==> src/rtl/gha_pkg.sv <==
`default_nettype none
package gha_pkg;

  localparam int SLOTS_DEF     = 16;
  localparam int CMD_DEPTH_DEF = 32;
  localparam int VER_W         = 16;
  localparam int ID_W          = 5;
  localparam int CMD_W         = 3;
  localparam int KIND_W        = 3;
  localparam int LIVE_W        = 5;

  typedef enum logic [CMD_W-1:0] {
    CMD_CREATE  = 3'd0,
    CMD_DESTROY = 3'd1,
    CMD_PROCESS = 3'd2,
    CMD_CHECK   = 3'd3,
    CMD_DALL    = 3'd4
  } cmd_t;

  typedef enum logic [KIND_W-1:0] {
    K_CREATE_REPLY = 3'd0,
    K_CHECK_REPLY  = 3'd1,
    K_CREATE_EVT   = 3'd2,
    K_DESTROY_EVT  = 3'd3,
    K_DONE         = 3'd4,
    K_FULL         = 3'd5
  } kind_t;

  typedef enum logic [3:0] {
    ST_IDLE, ST_DECIDE, ST_C_RD, ST_C_WR, ST_T_RD, ST_T_WR,
    ST_DRAIN, ST_DR_Q, ST_DR_S, ST_SW_RD, ST_SW_CH
  } state_t;

  typedef struct packed {
    logic              valid;
    kind_t             kind;
    logic [ID_W-1:0]   id;
    logic [VER_W-1:0]  ver;
    logic              ok;
    logic              last;
  } emit_t;

endpackage
`default_nettype wire

==> src/rtl/gha_ram.sv <==
`default_nettype none
module gha_ram #(
  parameter int WIDTH = 8,
  parameter int DEPTH = 16
) (
  input  wire logic                     clk,
  input  wire logic                     we,
  input  wire logic [$clog2(DEPTH)-1:0] waddr,
  input  wire logic [WIDTH-1:0]         wdata,
  input  wire logic [$clog2(DEPTH)-1:0] raddr,
  output      logic [WIDTH-1:0]         rdata
);
  logic [WIDTH-1:0] mem [DEPTH];

  always_ff @(posedge clk) begin
    if (we) begin
      mem[waddr] <= wdata;
    end
    rdata <= mem[raddr];
  end
endmodule
`default_nettype wire

==> src/rtl/generational_handle_allocator.sv <==
`default_nettype none
// Create, destroy, check: one slot table read, then a write where the slot changes (a fresh slot is written unread).
// Process: drains the queue, reading each queued command, then its slot; destroy-all then frees every live slot in use.
// One word in work at a time; a result held in the output register stalls the next one.
// Reset (rst, synchronous) empties the free list and command queue and zeroes the counts;
// table and queue memories are not cleared and are never read before being written.
module generational_handle_allocator #(
  parameter int SLOTS     = gha_pkg::SLOTS_DEF,
  parameter int CMD_DEPTH = gha_pkg::CMD_DEPTH_DEF
) (
  input  wire logic        clk,
  input  wire logic        rst,
  input  wire logic        s_tvalid,
  output      logic        s_tready,
  input  wire logic [23:0] s_tdata,   // slot_id[4:0], handle_version[20:5]
  input  wire logic [2:0]  s_tuser,   // cmd[2:0]
  output      logic        m_tvalid,
  input  wire logic        m_tready,
  output      logic [31:0] m_tdata,   // out_slot_id[4:0], out_version[20:5], ok[21], live_count[26:22]
  output      logic [2:0]  m_tuser,   // kind[2:0]
  output      logic        m_tlast
);
  import gha_pkg::*;

  localparam int SW  = $clog2(SLOTS);
  localparam int CW  = $clog2(SLOTS + 1);
  localparam int QW  = $clog2(CMD_DEPTH);
  localparam int PCW = $clog2(CMD_DEPTH + 1);
  localparam int EW  = 1 + SW + VER_W;
  localparam int TW  = VER_W + 2;

  state_t state, state_next;
  logic [CMD_W-1:0] cmd_r;
  logic [ID_W-1:0]  id_r;
  logic [VER_W-1:0] ver_r;
  logic [CW-1:0]    siu, siu_next, active, active_next, sweep, sweep_next;
  logic [SW-1:0]    fhead, fhead_next, ftail, ftail_next;
  logic             fempty, fempty_next;
  logic [QW-1:0]    phead, phead_next;
  logic [PCW-1:0]   pcount, pcount_next;

  logic          s_we;
  logic [SW-1:0] s_waddr, s_raddr;
  logic [TW-1:0] s_wdata, s_rdata;
  logic          n_we;
  logic [SW-1:0] n_rdata;
  logic          q_we;
  logic [QW-1:0] q_waddr;
  logic [EW-1:0] q_wdata, q_rdata;

  logic [PCW:0]  q_sum;
  logic          can_emit, in_range, hv, q_full;
  logic [SW-1:0] tidx, qidx;
  logic          dslot;
  logic [SW-1:0] didx;
  logic [VER_W-1:0] dver;
  emit_t         em;

  gha_ram #(.WIDTH(TW), .DEPTH(SLOTS)) u_slot (
    .clk, .we(s_we), .waddr(s_waddr), .wdata(s_wdata), .raddr(s_raddr), .rdata(s_rdata));
  gha_ram #(.WIDTH(SW), .DEPTH(SLOTS)) u_next (
    .clk, .we(n_we), .waddr(ftail), .wdata(didx), .raddr(fhead), .rdata(n_rdata));
  gha_ram #(.WIDTH(EW), .DEPTH(CMD_DEPTH)) u_queue (
    .clk, .we(q_we), .waddr(q_waddr), .wdata(q_wdata), .raddr(phead), .rdata(q_rdata));

  assign s_tready = (state == ST_IDLE);
  assign can_emit = !m_tvalid || m_tready;
  assign tidx     = SW'(id_r - ID_W'(1));
  assign qidx     = q_rdata[VER_W +: SW];
  assign in_range = (id_r != '0) && (id_r <= ID_W'(SLOTS)) && (id_r <= ID_W'(siu));
  assign hv       = s_rdata[0] && !s_rdata[1] && (s_rdata[TW-1:2] == ver_r);
  assign q_full   = (pcount >= PCW'(CMD_DEPTH));
  assign q_sum    = (PCW+1)'(phead) + (PCW+1)'(pcount);
  assign q_waddr  = (q_sum >= (PCW+1)'(CMD_DEPTH)) ? QW'(q_sum - (PCW+1)'(CMD_DEPTH))
                                                    : QW'(q_sum);

  always_comb begin
    unique case (state)
      ST_C_RD, ST_C_WR:   s_raddr = fhead;
      ST_DR_Q, ST_DR_S:   s_raddr = qidx;
      ST_SW_RD, ST_SW_CH: s_raddr = SW'(sweep);
      default:            s_raddr = tidx;
    endcase
  end

  always_ff @(posedge clk) begin
    if (rst) begin
      state  <= ST_IDLE;
      siu    <= '0;
      fhead  <= '0;
      ftail  <= '0;
      fempty <= 1'b1;
      active <= '0;
      phead  <= '0;
      pcount <= '0;
      sweep  <= '0;
    end else begin
      state  <= state_next;
      siu    <= siu_next;
      fhead  <= fhead_next;
      ftail  <= ftail_next;
      fempty <= fempty_next;
      active <= active_next;
      phead  <= phead_next;
      pcount <= pcount_next;
      sweep  <= sweep_next;
    end
  end

  always_ff @(posedge clk) begin
    if (s_tvalid && s_tready) begin
      cmd_r <= s_tuser;
      id_r  <= s_tdata[ID_W-1:0];
      ver_r <= s_tdata[ID_W +: VER_W];
    end
  end

  always_comb begin
    state_next  = state;
    siu_next    = siu;
    fhead_next  = fhead;
    ftail_next  = ftail;
    fempty_next = fempty;
    active_next = active;
    phead_next  = phead;
    pcount_next = pcount;
    sweep_next  = sweep;
    s_we    = 1'b0;
    s_waddr = tidx;
    s_wdata = s_rdata;
    n_we    = 1'b0;
    q_we    = 1'b0;
    q_wdata = {1'b0, tidx, ver_r};
    dslot   = 1'b0;
    didx    = qidx;
    dver    = s_rdata[TW-1:2];
    em      = '{valid: 1'b0, kind: K_DONE, id: '0, ver: '0, ok: 1'b0, last: 1'b0};

    unique case (state)
      ST_IDLE: begin
        if (s_tvalid) state_next = ST_DECIDE;
      end
      ST_DECIDE: begin
        priority case (cmd_r)
          CMD_CREATE: begin
            if (q_full || (fempty && siu == CW'(SLOTS))) begin
              em = '{1'b1, K_FULL, '0, '0, 1'b0, 1'b1};
              if (can_emit) state_next = ST_IDLE;
            end else if (fempty) begin
              // fresh slot goes straight out: list stays empty
              em = '{1'b1, K_CREATE_REPLY, ID_W'(siu + CW'(1)), '0, 1'b1, 1'b1};
              if (can_emit) begin
                s_we        = 1'b1;
                s_waddr     = SW'(siu);
                s_wdata     = {{VER_W{1'b0}}, 2'b01};
                q_we        = 1'b1;
                q_wdata     = {1'b0, SW'(siu), {VER_W{1'b0}}};
                pcount_next = pcount + PCW'(1);
                siu_next    = siu + CW'(1);
                state_next  = ST_IDLE;
              end
            end else begin
              state_next = ST_C_RD;
            end
          end
          CMD_DESTROY, CMD_CHECK: begin
            if (in_range) begin
              state_next = ST_T_RD;
            end else begin
              em = '{1'b1, (cmd_r == CMD_CHECK) ? K_CHECK_REPLY : K_DONE,
                     id_r, ver_r, 1'b0, 1'b1};
              if (can_emit) state_next = ST_IDLE;
            end
          end
          CMD_PROCESS, CMD_DALL: state_next = ST_DRAIN;
          default: begin
            em = '{1'b1, K_DONE, '0, '0, 1'b0, 1'b1};
            if (can_emit) state_next = ST_IDLE;
          end
        endcase
      end
      ST_C_RD: state_next = ST_C_WR;
      ST_C_WR: begin
        em = '{1'b1, K_CREATE_REPLY, ID_W'(fhead) + ID_W'(1), s_rdata[TW-1:2], 1'b1, 1'b1};
        if (can_emit) begin
          s_we        = 1'b1;
          s_waddr     = fhead;
          s_wdata     = {s_rdata[TW-1:2], 2'b01};
          q_we        = 1'b1;
          q_wdata     = {1'b0, fhead, s_rdata[TW-1:2]};
          pcount_next = pcount + PCW'(1);
          if (fhead == ftail) fempty_next = 1'b1;
          else                fhead_next  = n_rdata;
          state_next  = ST_IDLE;
        end
      end
      ST_T_RD: state_next = ST_T_WR;
      ST_T_WR: begin
        if (cmd_r == CMD_CHECK) begin
          em = '{1'b1, K_CHECK_REPLY, id_r, ver_r, hv, 1'b1};
          if (can_emit) state_next = ST_IDLE;
        end else begin
          em = '{1'b1, K_DONE, id_r, ver_r, hv && !q_full, 1'b1};
          if (can_emit) begin
            if (hv && !q_full) begin
              s_we        = 1'b1;
              s_wdata     = {s_rdata[TW-1:2], 2'b11};
              q_we        = 1'b1;
              q_wdata     = {1'b1, tidx, ver_r};
              pcount_next = pcount + PCW'(1);
            end
            state_next = ST_IDLE;
          end
        end
      end
      ST_DRAIN: begin
        if (pcount != '0) begin
          state_next = ST_DR_Q;
        end else if (cmd_r == CMD_DALL) begin
          sweep_next = '0;
          state_next = ST_SW_RD;
        end else begin
          em = '{1'b1, K_DONE, '0, '0, 1'b1, 1'b1};
          if (can_emit) state_next = ST_IDLE;
        end
      end
      ST_DR_Q: state_next = ST_DR_S;
      ST_DR_S: begin
        if (q_rdata[EW-1]) begin
          dslot = (q_rdata[VER_W-1:0] == s_rdata[TW-1:2]) && s_rdata[0];
        end else begin
          em = '{1'b1, K_CREATE_EVT, ID_W'(qidx) + ID_W'(1), s_rdata[TW-1:2], 1'b1, 1'b0};
          if (can_emit && active != CW'(SLOTS)) active_next = active + CW'(1);
        end
        if (can_emit || !(dslot || em.valid)) begin
          phead_next  = (phead == QW'(CMD_DEPTH - 1)) ? '0 : phead + QW'(1);
          pcount_next = pcount - PCW'(1);
          state_next  = ST_DRAIN;
        end
      end
      ST_SW_RD: begin
        if (sweep >= siu) begin
          em = '{1'b1, K_DONE, '0, '0, 1'b1, 1'b1};
          if (can_emit) state_next = ST_IDLE;
        end else begin
          state_next = ST_SW_CH;
        end
      end
      ST_SW_CH: begin
        didx  = SW'(sweep);
        dslot = s_rdata[0];
        if (can_emit || !dslot) begin
          sweep_next = sweep + CW'(1);
          state_next = ST_SW_RD;
        end
      end
      default: state_next = ST_IDLE;
    endcase

    // free a slot: bump version, append to the free list, drop the live count, emit the event
    if (dslot) begin
      em = '{1'b1, K_DESTROY_EVT, ID_W'(didx) + ID_W'(1), dver, 1'b1, 1'b0};
      if (can_emit) begin
        s_we    = 1'b1;
        s_waddr = didx;
        s_wdata = {dver + VER_W'(1), 2'b00};
        if (active != '0) active_next = active - CW'(1);
        if (fempty) begin
          fhead_next  = didx;
          fempty_next = 1'b0;
        end else begin
          n_we = 1'b1;
        end
        ftail_next = didx;
      end
    end
  end

  always_ff @(posedge clk) begin
    if (rst) begin
      m_tvalid <= 1'b0;
    end else if (can_emit) begin
      m_tvalid <= em.valid;
    end
  end

  always_ff @(posedge clk) begin
    if (can_emit && em.valid) begin
      m_tuser <= em.kind;
      m_tdata <= {5'b0, LIVE_W'(active_next), em.ok, em.ver, em.id};
      m_tlast <= em.last;
    end
  end
endmodule
`default_nettype wire
==> config.mk <==
export PLATFORM = sky130hd
export DESIGN_NAME = generational_handle_allocator
export DESIGN_NICKNAME = d
export VERILOG_FILES = /design/src/rtl/gha_pkg.sv /design/src/rtl/gha_ram.sv /design/src/rtl/generational_handle_allocator.sv
export SDC_FILE = /design/constraint.sdc
export NUM_CORES = 2
export LEC_CHECK = 0
export BUFFER_PORTS_ARGS = -buffer_cell sky130_fd_sc_hd__buf_2
export CELL_PAD_IN_SITES_DETAIL_PLACEMENT = 1
export CELL_PAD_IN_SITES_GLOBAL_PLACEMENT = 1
export CORE_UTILIZATION = 40
export DETAILED_ROUTE_END_ITERATION = 8
export PLACE_DENSITY = 0.6
export SYNTH_ARGS = -nofsm -noshare
export SYNTH_HDL_FRONTEND = slang
export SYNTH_SLANG_ARGS = --single-unit
==> constraint.sdc <==
create_clock -name clk -period 4.2 [get_ports clk]
set_input_delay 0 -clock clk [delete_from_list [all_inputs] [get_ports clk]]
set_output_delay 0 -clock clk [all_outputs]
set_load 0.005 [all_outputs]
### Word-level counts from Yosys, hierarchy flattened

Memory sizes are Yosys's and may differ from the RTL's. A register that Yosys moved wholly into a read port is not among the register bits.
Index checks and enable logic that the tools add are counted.
Widths: inputs -> output; s select.

* bits in registers: 95
* bits in writable memories: 1024
* input bits: 31
* memories kept: 3

* add/subtract/negate cells: 14
* $lt $le $gt $ge: 5
* equal/unequal tests: 31
* muxes and demuxes: 110
* bitwise operators: 1
* reductions and logical operators: 39

Memories
* u_queue.mem: words 32, bits a word 21, rd ports 1, clocked after Yosys merged registers in 1, wr ports 1, RTL line gha_ram.sv:13 `logic [WIDTH-1:0] mem [DEPTH];`
* u_slot.mem: words 16, bits a word 18, rd ports 1, clocked after Yosys merged registers in 1, wr ports 1, RTL line gha_ram.sv:13
* u_next.mem: words 16, bits a word 4, rd ports 1, clocked after Yosys merged registers in 1, wr ports 1, RTL line gha_ram.sv:13

Operators by type and width (count)
* $mux 27: 9
* $pmux 27 s6: 1
* $mux 18: 6
* $mux 20: 5
* $mux 4: 24
* $pmux 27 s3: 1
* $mux 21: 3
* $pmux 21 s3: 1
* $mux 5: 11
* $pmux 18 s3: 1
* $mux 6: 8
* $pmux 4 s10: 1
* $eq 16x16->1: 2
* $mux 1: 26
* $mux 26: 1
* $pmux 4 s3: 2
* $pmux 6 s4: 1
* $ne 2x2->1 const B: 11
* $add 5x1->5 const B: 4
* $add 16x1->16 const B: 1
* $eq 4x3->1 const B: 4
* $add 4x1->5 const B: 3
* $eq 4x4->1 const B: 3
* $reduce_or 2->1: 6
* 39 further kinds: 65

### Logic depth before layout (Yosys ltp)

* word-level depth: 12
* mapped depth: 12
* depth with buffers taken out: 11

### Modules after synthesis

Synthesis repeated with hierarchy kept, for this count alone.

* cell total of the unflattened synthesis: 2859
* area total of the unflattened synthesis: 47514.3 um^2

Modules (own cells, without submodules)
* gha_ram (u_queue): instances 1, cells each 1481, area each 26751.9 um^2, sequential area each 20599.8 um^2
* gha_ram (u_slot): instances 1, cells each 482, area each 11322.1 um^2, sequential area each 9008.6 um^2
* generational_handle_allocator: instances 1, cells each 766, area each 6774.0 um^2, sequential area each 2452.4 um^2
* gha_ram (u_next): instances 1, cells each 130, area each 2666.3 um^2, sequential area each 2001.9 um^2

### Worst setup path after synthesis

Ideal clock, no wire load.

* path kind: register to register
* start point: register state[1]
* end point: memory u_slot.mem[5][0] (netlist bit) (enable)
* data arrival time: 3.397 ns
* path slack: 0.410 ns
* cell stages (with the launch flop): 10
* path buffers: 2
* period minus slack after synthesis: 3.790 ns
* cell sequence: dfxtp_1 -> buf_6 -> or4b_4 -> nor2_1 -> and3_1 -> buf_4 -> a22oi_1 -> o21ai_1 -> a32oi_1 -> nor2_1

* word-level cells in the longest chain between the ends: 6

Ends and longest elaborated chain
* start, declared: RTL line generational_handle_allocator.sv:32 `state_t state, state_next;`
* start signal, assigned: RTL line generational_handle_allocator.sv:98 `state <= state_next;`
* $eq 4x3->1 (tied with other cells): RTL line generational_handle_allocator.sv:139 `unique case (state)`
* $pmux 1 s3: RTL line generational_handle_allocator.sv:139
* $mux 1: RTL line generational_handle_allocator.sv:263 `if (can_emit) begin`
* $mux 1: RTL line generational_handle_allocator.sv:261 `if (dslot) begin`
* $mux 1: RTL line gha_ram.sv:16 `if (we) begin`
* $mux 1 (implied by the code): RTL line gha_ram.sv:17 `mem[waddr] <= wdata;`
* end, declared: RTL line gha_ram.sv:13

Parallel ways exist; a longest one is shown, timed or not.

### Worst setup path in the final report

* start point: register state[3]
* end point: memory u_queue.mem[11][18] (netlist bit) (enable)

* word-level cells in the longest chain between the ends: 4

Ends and longest elaborated chain (RTL line)
* $eq 4x3->1 (tied with other cells): generational_handle_allocator.sv:139
* $pmux 1 s3 *: generational_handle_allocator.sv:139
* $mux 1 *: gha_ram.sv:16
* $mux 1 (implied by the code) *: gha_ram.sv:17
* end, declared: gha_ram.sv:13

Mark *: on every way between the ends. The rest lies on a longest branch, timed or not.

==> results.md <==
- The flow ran to the end, and the final reports show no timing, DRC or antenna violations.
- The floorplan step defined a die boundary enclosing 0.1190 mm^2.
- In this design, the largest share of critical-path delay is due to simple AND/OR/NAND/NOR gates.
- Power spread over the standard cell area amounts to 478.8 mW/mm^2.
- The endpoint required time on the critical path is 4.55 ns.
- TritonCTS built the clock tree.
- The post-detailed-route DRC marker count is 0.
- The number of primary I/O pins is between 60 and 70.
- The worst-case IR drop observed on VDD is 0.3568 mV.
- STA classifies the critical path endpoint as a flop.
- The number of violations reported at the end of detailed-routing iteration 0 is 2232.
- The overall global routing resource usage is 0.2061.
- The first global-routing pass estimated 179600 um of wire.
- The proportion of synthesized chip area in sequential cells is 0.7237.
- Setup violations remaining at the end of the flow were counted as 0.
- The aggregate negative setup slack is 0 ns.
- In this run the remaining antenna-violating nets after routing total 0.
- No sink is reached through more buffers than the 3 on the longest clock path.
- The number of max-slew violations in the final report is 0.
- The post-route standard cell area excluding fillers is 0.05443 mm^2.
- The path class of the tightest hold or removal check is in2reg.
- The clock drives 1162 sinks.
- Global routing finished with a remaining overflow of 0.
- Setup repair after global routing left no endpoint under its margin.
- In this run the mean area of a mapped cell was 19.34 um^2.
- The number of max-capacitance violations reported is 0.
- The via density per instance is 5.683.
- The critical path is of the reg2reg type.
- The level count of the clock H-tree is 3.
- The worst-path cell with the longest stage delay is sky130_fd_sc_hd__a21boi_0.
- The slew at the pin closest to its max-slew limit is 1.254 ns.
- The layout cell share with drive strength beyond 1 is 0.2976.
- In the post-synthesis netlist, the biggest area contributors are sky130_fd_sc_hd__edfxtp_1 69%, sky130_fd_sc_hd__mux4_2 14%, sky130_fd_sc_hd__dfxtp_1 3.5%.
- Traced cell by cell, the critical path runs through buf_4, and2b_1, nand3b_1, nor4_1, nand3_1, a21boi_0, nand2_1, nor2_2, buf_4.
- The main flop type after synthesis is sky130_fd_sc_hd__edfxtp_1.
- The number of synthesized flops with an enable pin is 1079.
- The sum of routed wire length over all layers is 122400 um.
- Detailed placement finished with a half-perimeter wire length of 76310 um.
- The critical path contains buffers and inverters numbering 2 combined.
- In this run the horizontal extent of the chip is 345.0 um.
- The stage delay of the slowest cell on the critical path is 0.64 ns.
- In this run the tool buffered the top-level ports with 60 buffer cells.
- The post-place instance area is 0.05012 mm^2.
- Of the post-synthesis cell area, the dominant cell type holds 0.6884.
- The number of antenna violations at the first check in global routing was 6.
- The core region is ~0.12 mm^2.
- The combined area of the multi-input logic cells is 0.01232 mm^2.
- The arrival time at the worst endpoint is 4.30 ns.
- The clock arrives with 0.04370 ns of skew.
- The relative slew slack is 0.1402.
- The detailed-router iteration count before antenna repair is 5.
- The global placement routability congestion is between 0.8 and 0.9.
- The netlist uses 82 different library cells.
- The number of fill cells in the layout is 10735.
- By instance count, the leading cell after synthesis is sky130_fd_sc_hd__edfxtp_1.
- The cell count after synthesis is 2434.
- The number of synthesized register bits is between 1000 and 1500.
- The number of global-route vias before repair was ~26000.
- The pin count of the biggest net entering global routing is ~120.
- The layout overhead on the synthesized area is 15.65%.
- After layout, the minimum clock period comes to 3.951 ns.
- The total leakage power is 0.01743 uW.
- The final hold violation count is 0.
- The average wire per cell in the routed design is 28.46 um.
- The most prevalent standard cell on the critical path is sky130_fd_sc_hd__buf_4.
- Clock-pin slew was measured on the worst setup and hold paths at 0.06 ns.
- The root buffer selected by CTS is sky130_fd_sc_hd__clkbuf_16.
- During synthesis, Yosys emitted a total of 0 warnings.
- Of all cell types, the one taking the most synthesized area is sky130_fd_sc_hd__edfxtp_1.
- The count of vias placed by the detailed router is 24441.
- The later pin in the worst-skew pair is clocked with a latency of 0.74 ns.
- The post-route clock period utilization is 0.9406.
- The starting density of the core is 0.4045.
- The site row count is 125.
- The sequential cell area is around 0.034 mm^2.
- In this run the worst path has a maximum fanout of 21.
- The share of flip-flops with an asynchronous set or reset after synthesis is 0.
- The height of the chip is 345.0 um.
- Sorting the synthesized cells by how often they occur yields 1079 x sky130_fd_sc_hd__edfxtp_1, 288 x sky130_fd_sc_hd__mux4_2, 124 x sky130_fd_sc_hd__nor2_1.
- The synthesized cell area is 0.04707 mm^2.
- The maximum frequency from static timing analysis is 253.1 MHz.
- TritonCTS created 117 clock buffers.
- The startpoint type of the worst setup path is a flop.
- The net count of the finished layout is 2735.
## layer usage
layer,wire length (um),vias to the layer above,global-route usage
li1,-,10392,-
met4,2445,0,0.05521
met5,0,-,0
met3,6199,145,0.02628
met2,58690,669,0.3328
met1,55060,13235,0.2955
## per-stage QoR
step	total power, uW	hold WS [ns]	utilization	cells	worst slack, ns
after detailed placement	15540	0.1795	0.4308	4047	0.3023
after floorplan	14680	0.09887	-	2438	0.4104
final	26060	0.03706	0.4678	4301	0.2494
after global routing	26850	0.03519	0.4678	4300	0.1176
after CTS	26310	0.003882	0.4678	4300	0.3149
after global placement	15460	0.1863	0.4308	4047	0.3300
## power breakdown
| group | internal [uW] | switching [uW] | leakage, uW |
|---|---|---|---|
| clock | 6260 | 4500 | 0.00197 |
| sequential | 13100 | 141 | 0.0104 |
| combinational | 706 | 1330 | 0.00507 |
| total | 20100 | 5970 | 0.0174 |
## layout by cell type (no fill, tap or decap), types with 34 or more instances in the layout
cell / instances
sky130_fd_sc_hd__clkbuf_16: 122
sky130_fd_sc_hd__nor2_2: 50
sky130_fd_sc_hd__edfxtp_1: 1079
sky130_fd_sc_hd__buf_2: 60
sky130_fd_sc_hd__mux4_2: 288
sky130_fd_sc_hd__buf_4: 155
sky130_fd_sc_hd__xnor2_1: 39
sky130_fd_sc_hd__xor2_1: 35
sky130_fd_sc_hd__inv_1: 34
sky130_fd_sc_hd__dfxtp_1: 78
sky130_fd_sc_hd__a21oi_1: 47
sky130_fd_sc_hd__clkinv_2: 35
sky130_fd_sc_hd__nand3_1: 36
sky130_fd_sc_hd__nand2_1: 77
sky130_fd_sc_hd__o21ai_0: 39
sky130_fd_sc_hd__nor2_1: 75
sky130_fd_sc_hd__mux2i_1: 83
## registers in the layout (all words and copies together), names as in the netlist, 5 cells and up
register,cells
active,5
phead,5
siu,5
ver_r,16
u_next.mem,64
u_slot.rdata,18
u_queue.rdata,21
u_slot.mem,288
pcount,6
m_tdata,27
id_r,5
u_queue.mem,672
sweep,5
## cells by family after synthesis
family                     share of synthesized area
AOI/OAI and AO/OA                            0.03291
xor gates and xnor gates                     0.01377
adders and majority gates                   0.008826
buffers and inverters                        0.01964
DFF                                           0.7237
muxes                                         0.1638
other                                     0.00007967
and+or+nand+nor                              0.03732
## final timing paths
kind / end / slack (ns) / cells after the start / from
hold / removal: id_r[4] / 0.04 / 2 / s_tdata[4]
setup reg to reg: u_queue.mem[11][18] / 0.25 / 9 / state[3]
hold reg to reg: siu[1] / 0.52 / 2 / siu[1]
setup / recovery: u_queue.mem[11][18] / 0.25 / 9 / state[3]
## repair_timing
item / CTS / global route
hold endpoints to repair: 55 / 0
hold buffers: 30 / 0
setup buffers: 0 / 0
gates resized for setup: 0 / 0
## cell type report
cell class,count,share of cell area
diodes,1,0.00004597
flip-flops and latches,1162,0.6260
multi-input cells,1099,0.2263
inverters,36,0.002505
clock buffers,144,0.05834
clock inverters,79,0.01531
well taps,1524,0.03503
repair buffers,256,0.03645
Note: power is estimated with default switching activity, not from simulation.
